### src/design/vrt_pkg.sv
package vrt_pkg;

  localparam int DEF_GRID      = 64;
  localparam int DEF_MAX_STEPS = 4096;

  localparam logic [15:0] MAXD_RESET = 16'd2048;

  // signed cell coordinate, wide enough for the start cell plus the longest walk
  localparam int CELL_W = 12;
  // stepped distance, 2^-16 voxel units
  localparam int T_W    = 33;
  // distance with a "never" flag on top
  localparam int TM_W   = T_W + 1;
  localparam int DIV_NW = 31;
  localparam int DIV_DW = 16;

  localparam logic KIND_WRITE = 1'b0;
  localparam logic KIND_CAST  = 1'b1;

  localparam logic [1:0] AXIS_X = 2'd0;
  localparam logic [1:0] AXIS_Y = 2'd1;
  localparam logic [1:0] AXIS_Z = 2'd2;

  typedef struct packed {
    logic       clear;
    logic       map_wr;
    logic       load;
    logic       div_start;
    logic       div_store;
    logic [1:0] axis;
    logic       step;
    logic       res_load;
    logic       res_hit;
  } vrt_cmd_t;

  typedef struct packed {
    logic clear_last;
    logic div_done;
    logic can_step;
    logic hit_now;
  } vrt_sts_t;

endpackage

### src/design/vrt_ctrl.sv
module vrt_ctrl import vrt_pkg::*; (
  input  logic     clk_i,
  input  logic     rst_ni,
  input  logic     s_valid_i,
  input  logic     s_kind_i,
  output logic     s_ready_o,
  input  logic     m_ready_i,
  output logic     m_valid_o,
  input  vrt_sts_t sts_i,
  output vrt_cmd_t cmd_o
);

  localparam logic [2:0] S_CLEAR = 3'd0;
  localparam logic [2:0] S_IDLE  = 3'd1;
  localparam logic [2:0] S_DIVS  = 3'd2;
  localparam logic [2:0] S_DIVW  = 3'd3;
  localparam logic [2:0] S_STEP  = 3'd4;
  localparam logic [2:0] S_TEST  = 3'd5;
  localparam logic [2:0] S_FIN   = 3'd6;

  logic [2:0] state_q, state_d;
  logic [1:0] axis_q, axis_d;
  logic       hit_q, hit_d;
  logic       mvalid_q, mvalid_d;

  always_comb begin
    cmd_o       = '0;
    cmd_o.axis  = axis_q;
    state_d     = state_q;
    axis_d      = axis_q;
    hit_d       = hit_q;
    mvalid_d    = mvalid_q && !m_ready_i;
    s_ready_o   = (state_q == S_IDLE);
    case (state_q)
      S_CLEAR: begin
        cmd_o.clear = 1'b1;
        if (sts_i.clear_last) state_d = S_IDLE;
      end
      S_IDLE: begin
        if (s_valid_i) begin
          if (s_kind_i == KIND_CAST) begin
            cmd_o.load = 1'b1;
            axis_d     = AXIS_X;
            state_d    = S_DIVS;
          end else begin
            cmd_o.map_wr = 1'b1;
          end
        end
      end
      S_DIVS: begin
        cmd_o.div_start = 1'b1;
        state_d         = S_DIVW;
      end
      S_DIVW: begin
        if (sts_i.div_done) begin
          cmd_o.div_store = 1'b1;
          if (axis_q == AXIS_Z) begin
            state_d = S_STEP;
          end else begin
            axis_d  = axis_q + 1'b1;
            state_d = S_DIVS;
          end
        end
      end
      S_STEP: begin
        if (sts_i.can_step) begin
          cmd_o.step = 1'b1;
          state_d    = S_TEST;
        end else begin
          hit_d   = 1'b0;
          state_d = S_FIN;
        end
      end
      S_TEST: begin
        if (sts_i.hit_now) begin
          hit_d   = 1'b1;
          state_d = S_FIN;
        end else begin
          state_d = S_STEP;
        end
      end
      S_FIN: begin
        // result register free or emptying this cycle
        if (!mvalid_q || m_ready_i) begin
          cmd_o.res_load = 1'b1;
          cmd_o.res_hit  = hit_q;
          mvalid_d       = 1'b1;
          state_d        = S_IDLE;
        end
      end
      default: state_d = S_IDLE;
    endcase
  end

  always_ff @(posedge clk_i or negedge rst_ni) begin
    if (!rst_ni) begin
      state_q  <= S_CLEAR;
      axis_q   <= AXIS_X;
      hit_q    <= 1'b0;
      mvalid_q <= 1'b0;
    end else begin
      state_q  <= state_d;
      axis_q   <= axis_d;
      hit_q    <= hit_d;
      mvalid_q <= mvalid_d;
    end
  end

  assign m_valid_o = mvalid_q;

  a_no_accept_in_clear: assert property (@(posedge clk_i) disable iff (!rst_ni)
    (state_q == S_CLEAR) |-> !s_ready_o)
    else $error("input taken during map clear");

  a_res_slot_free: assert property (@(posedge clk_i) disable iff (!rst_ni)
    cmd_o.res_load |-> (!mvalid_q || m_ready_i))
    else $error("result overwrites a pending transfer");

  a_step_then_test: assert property (@(posedge clk_i) disable iff (!rst_ni)
    cmd_o.step |=> (state_q == S_TEST))
    else $error("map read not tested");

  a_store_after_div: assert property (@(posedge clk_i) disable iff (!rst_ni)
    cmd_o.div_store |-> ($past(state_q) == S_DIVS || $past(state_q) == S_DIVW))
    else $error("divider result stored without a division");

endmodule

### config.mk
export PLATFORM = sky130hd
export DESIGN_NAME = vrt_ctrl
export DESIGN_NICKNAME = d
export VERILOG_FILES = /design/src/design/vrt_pkg.sv /design/src/design/vrt_ctrl.sv
export SDC_FILE = /design/constraint.sdc
export NUM_CORES = 1
export LEC_CHECK = 0
export BUFFER_PORTS_ARGS = -buffer_cell sky130_fd_sc_hd__buf_2
export CAP_MARGIN = 0
export CORE_AREA = 2 2 39 41
export DETAILED_ROUTE_END_ITERATION = 8
export DIE_AREA = 0 0 41 43
export GPL_ROUTABILITY_DRIVEN = 0
export GPL_TIMING_DRIVEN = 0
export PLACE_DENSITY = 0.73
export RECOVER_POWER = 50
export SLEW_MARGIN = 20
export SYNTH_ARGS = -nofsm -noshare
export SYNTH_HDL_FRONTEND = slang
export SYNTH_SLANG_ARGS = --single-unit
### constraint.sdc
create_clock -name clk_i -period 1.2 [get_ports clk_i]
set_input_delay 0.12 -clock clk_i [delete_from_list [all_inputs] [get_ports clk_i]]
set_output_delay 0.12 -clock clk_i [all_outputs]
set_load 0.005 [all_outputs]
==> flow_summary_export.csv <==
group,metric,value,unit
outcome,status,"finished with violations",
outcome,violations,"setup timing",
timing,finalCriticalPeriod,1.49,ns
clock_network,cts-root-buf,"clkbuf_4",
die,num_rows,14,
critical_path,critPathSlowestCell,"dfrtp_1",
die,die_area,1760,sq um
global_route,overflow,0,
critical_path,critPathBufInv,1,
global_route,grt_pass1_vias,461,
power_and_ir_drop,vdd_drop_max,977,uV
finish,layout-drive-gt1-share,62.0,%
routing,drtPass1Iterations,4,
global_route,grt_use_total,17.6,%
power_and_ir_drop,p_switching,0.814,mW
finish,postLayoutCoreUtil,64.7,%
power_and_ir_drop,combPwrFrac,69.2,%
routing,ant_nets,0,
timing,clock.fmax,670,MHz
routing,routed_wl,1490,um
critical_path,crit_family,"flip-flops",
clock_network,cts_made_buffers,3,
critical_path,critPathKind,"register to register",
clock_network,clkLatencyLatePin,0.24,ns
finish,layout.nets,103,
logic_synthesis,yosys_register_bits,7,
die,coreArea,1380,sq um
timing,drv_slew,0,
critical_path,critPathLaunchType,"register",
clock_network,cts.sinks,7,
logic_synthesis,synth.yosys.seq_area_share,34.4,%
critical_path,end_kind,"register",
routing,drc,0,
routing,vias,545,
power_and_ir_drop,p_clk_share,9.9,%
routing,viasPerCell,5.05,
logic_synthesis,syn_avg_cell_area,9.26,sq um
clock_network,cts.path.max_buffers,2,
power_and_ir_drop,internal-power,1.29,mW
timing,fin_ws,-0.294,ns
power_and_ir_drop,powerDensity,2350,nW/um^2
power_and_ir_drop,power_frac_seq,20.9,%
critical_path,crit_arrival,1.62,ns
timing,skew,0.000191,ns
die,fp.dieH,43,um
global_route,antenna_found_initial,0,
timing,relSlewSlack,74.4,%
flow_run,cap_viol_max_count,0,
power_and_ir_drop,switching_share,38.7,%
finish,diodes,0,
critical_path,crit_chain,"buf_6, nor2b_2, o211ai_1, o21ai_2, mux2_4",
logic_synthesis,syn-cell-area,509,sq um
finish,area_growth_syn_to_layout,75.9,%
logic_synthesis,synthTopCellsByArea,"dfrtp_1, nand2_1, a21oi_1",
clock_network,clk_pin_slew,0.05,ns
worst_hold_path,hold_start,"m_ready_i",
timing,worst_slew_pin_slew,0.383,ns
finish,multi_input_area,385,sq um
logic_synthesis,yosys_warnings,0,
global_route,grt_pass1_wl,2040,um
finish,fin_cells,108,
worst_hold_path,holdCritPathClass,"input pin to register",
finish,regArea,178,sq um
power_and_ir_drop,leakagePower,0.438,nW
placement,pre_cts_ws,-0.146,ns
critical_path,reg2reg_from,"state_q[0]",
timing,period_share,124,%
logic_synthesis,syn_inst,55,
placement,place.port_buffers,20,
placement,dp_hpwl,881,um
critical_path,crit_path_max_fanout,3,
logic_synthesis,synth_top_area_cell,"dfrtp_1",
clock_network,cts_tree,"done",
placement,post-place-cells,91,
timing,hold_viol,0,
timing,rsz0062_at_grt,"yes",
timing,fin_setup_tns,-2.94,ns
finish,fill_cells,99,
clock_network,h-tree-depth,1,
routing,wl_per_cell,13.8,um
logic_synthesis,syn_nets,65,
routing,drt_iter0_markers,3,
logic_synthesis,synth_top_area_share,34.4,%
critical_path,slowest_delay,0.40,ns
critical_path,worstPathRequired,1.33,ns
die,io_pins,21,
die,die_w,41,um
critical_path,critPathLaunch,"state_q[0]",
die,start_util,36.8,%
global_route,grt_max_degree,11,
timing,finalSetupViolCount,14,
logic_synthesis,synth_cell_type_count,32,
[placed cells by master, fill, tap and decap left out, drive strengths merged, types with 3 or more instances in the layout]
master  Yosys  final
a21oi       4      4
and2b       3      3
buf         3     34
clkbuf      0      5
dfrtp       7      7
nand2       7      7
nor2        3      3
nor3        3      3
[worst paths after layout]
| path | end | slack, ns | cells past startpoint |
|---|---|---|---|
| max in group asynchronous | state_q[2] | 0.60 | 2 |
| max reg2reg | state_q[1] | -0.29 | 5 |
| min in group asynchronous | axis_q[0] | 0.30 | 2 |
| min | m_valid_o | 0.17 | 3 |
| min reg2reg | axis_q[0] | 0.51 | 1 |
| max | state_q[1] | -0.29 | 5 |
[per-layer routing]
metal	up-vias	wire length, um	global-route usage (%)
li1	269	-	-
met1	263	633	18.3
met2	11	808	31.3
met3	2	45	3.14
met4	0	5	8.00
met5	-	0	0
[worst register-to-register path, delay by kind of cell, from the launching register on]
kind | cells | cell delay [ns]
buffers and inverters | 1 | 0.12
multiplexers | 1 | 0.32
flip-flops | 1 | 0.40
AO/OA/AOI/OAI | 2 | 0.30
AND/OR/NAND/NOR | 1 | 0.24
[power groups by stage]
stage / Sequential (mW) / Combinational, mW / Clock, mW
final: 0.440 / 1.45 / 0.208
after floorplan: 0.435 / 0.630 / 0
after detailed placement: 0.450 / 0.861 / 0
after CTS: 0.422 / 1.11 / 0.220
after global placement: 0.441 / 0.843 / 0
after global routing: 0.443 / 1.54 / 0.236
[state kept, by name (all words and copies together) (netlist names)]
name,flops
hit_q,1
state_q,3
axis_q,2
m_valid_o,1
[per-stage QoR]
stage / hold WS (ns) / total power, mW / instance area (sq um)
2_1_floorplan: -0.176 / 1.07 / 537
3_5_place_dp: -0.0403 / 1.31 / 657
3_3_place_gp: -0.0425 / 1.28 / 657
4_1_cts: 0.154 / 1.75 / 776
5_1_grt: 0.162 / 2.22 / 896
6_report: 0.167 / 2.10 / 896
[synth_stat cells]
master and n:
ha_1 1, nand2b_1 2, mux2i_1 2, mux2_4 1
and3b_1 1, buf_6 1, nor2_1 3, nand3b_1 1
nand2_1 7, and2b_2 1, and2_1 1, o21ai_2 1
nand3_1 1, dfrtp_1 7, o211ai_1 1, a31oi_1 1
nor3_2 1, buf_4 1, o22ai_1 1, a31oi_2 1
inv_1 2, nor3b_1 1, a2bb2oi_1 1, buf_2 1
nor3b_2 1, and2b_1 2, and3_2 1, o32ai_2 1
nor3_1 2, a21oi_1 4, nor2b_1 2, a21o_1 1
[layout make-up]
| class | instances | area share [%] |
|---|---|---|
| plain buffers | 3 | 4.19 |
| clock buffers | 4 | 2.93 |
| inverters | 2 | 0.838 |
| multi-input cells | 43 | 43.0 |
| flip-flops and latches | 7 | 19.8 |
| well taps | 16 | 2.23 |
| repair buffers | 33 | 27.0 |
[logic make-up (layout without fill, tap and decap cells)]
| group | count (synthesis) | after routing | share of synthesized area [%] |
|---|---|---|---|
| flip-flops | 7 | 7 | 34.4 |
| AND/OR/NAND/NOR | 27 | 27 | 31.7 |
| AO/OA/AOI/OAI | 12 | 12 | 18.4 |
| adder cells (fa/ha/maj) | 1 | 1 | 2.46 |
| buffers and inverters | 5 | 42 | 6.14 |
| multiplexers | 3 | 3 | 6.88 |
[what timing repair did]
item	CTS	global route
setup buffers	7	5
pin swaps	3	2
hold endpoints to repair	7	0
resized for setup	8	16
endpoints found under the setup margin	13	15
hold buffers	1	0
No activity file was read; power rests on OpenSTA's default activity.
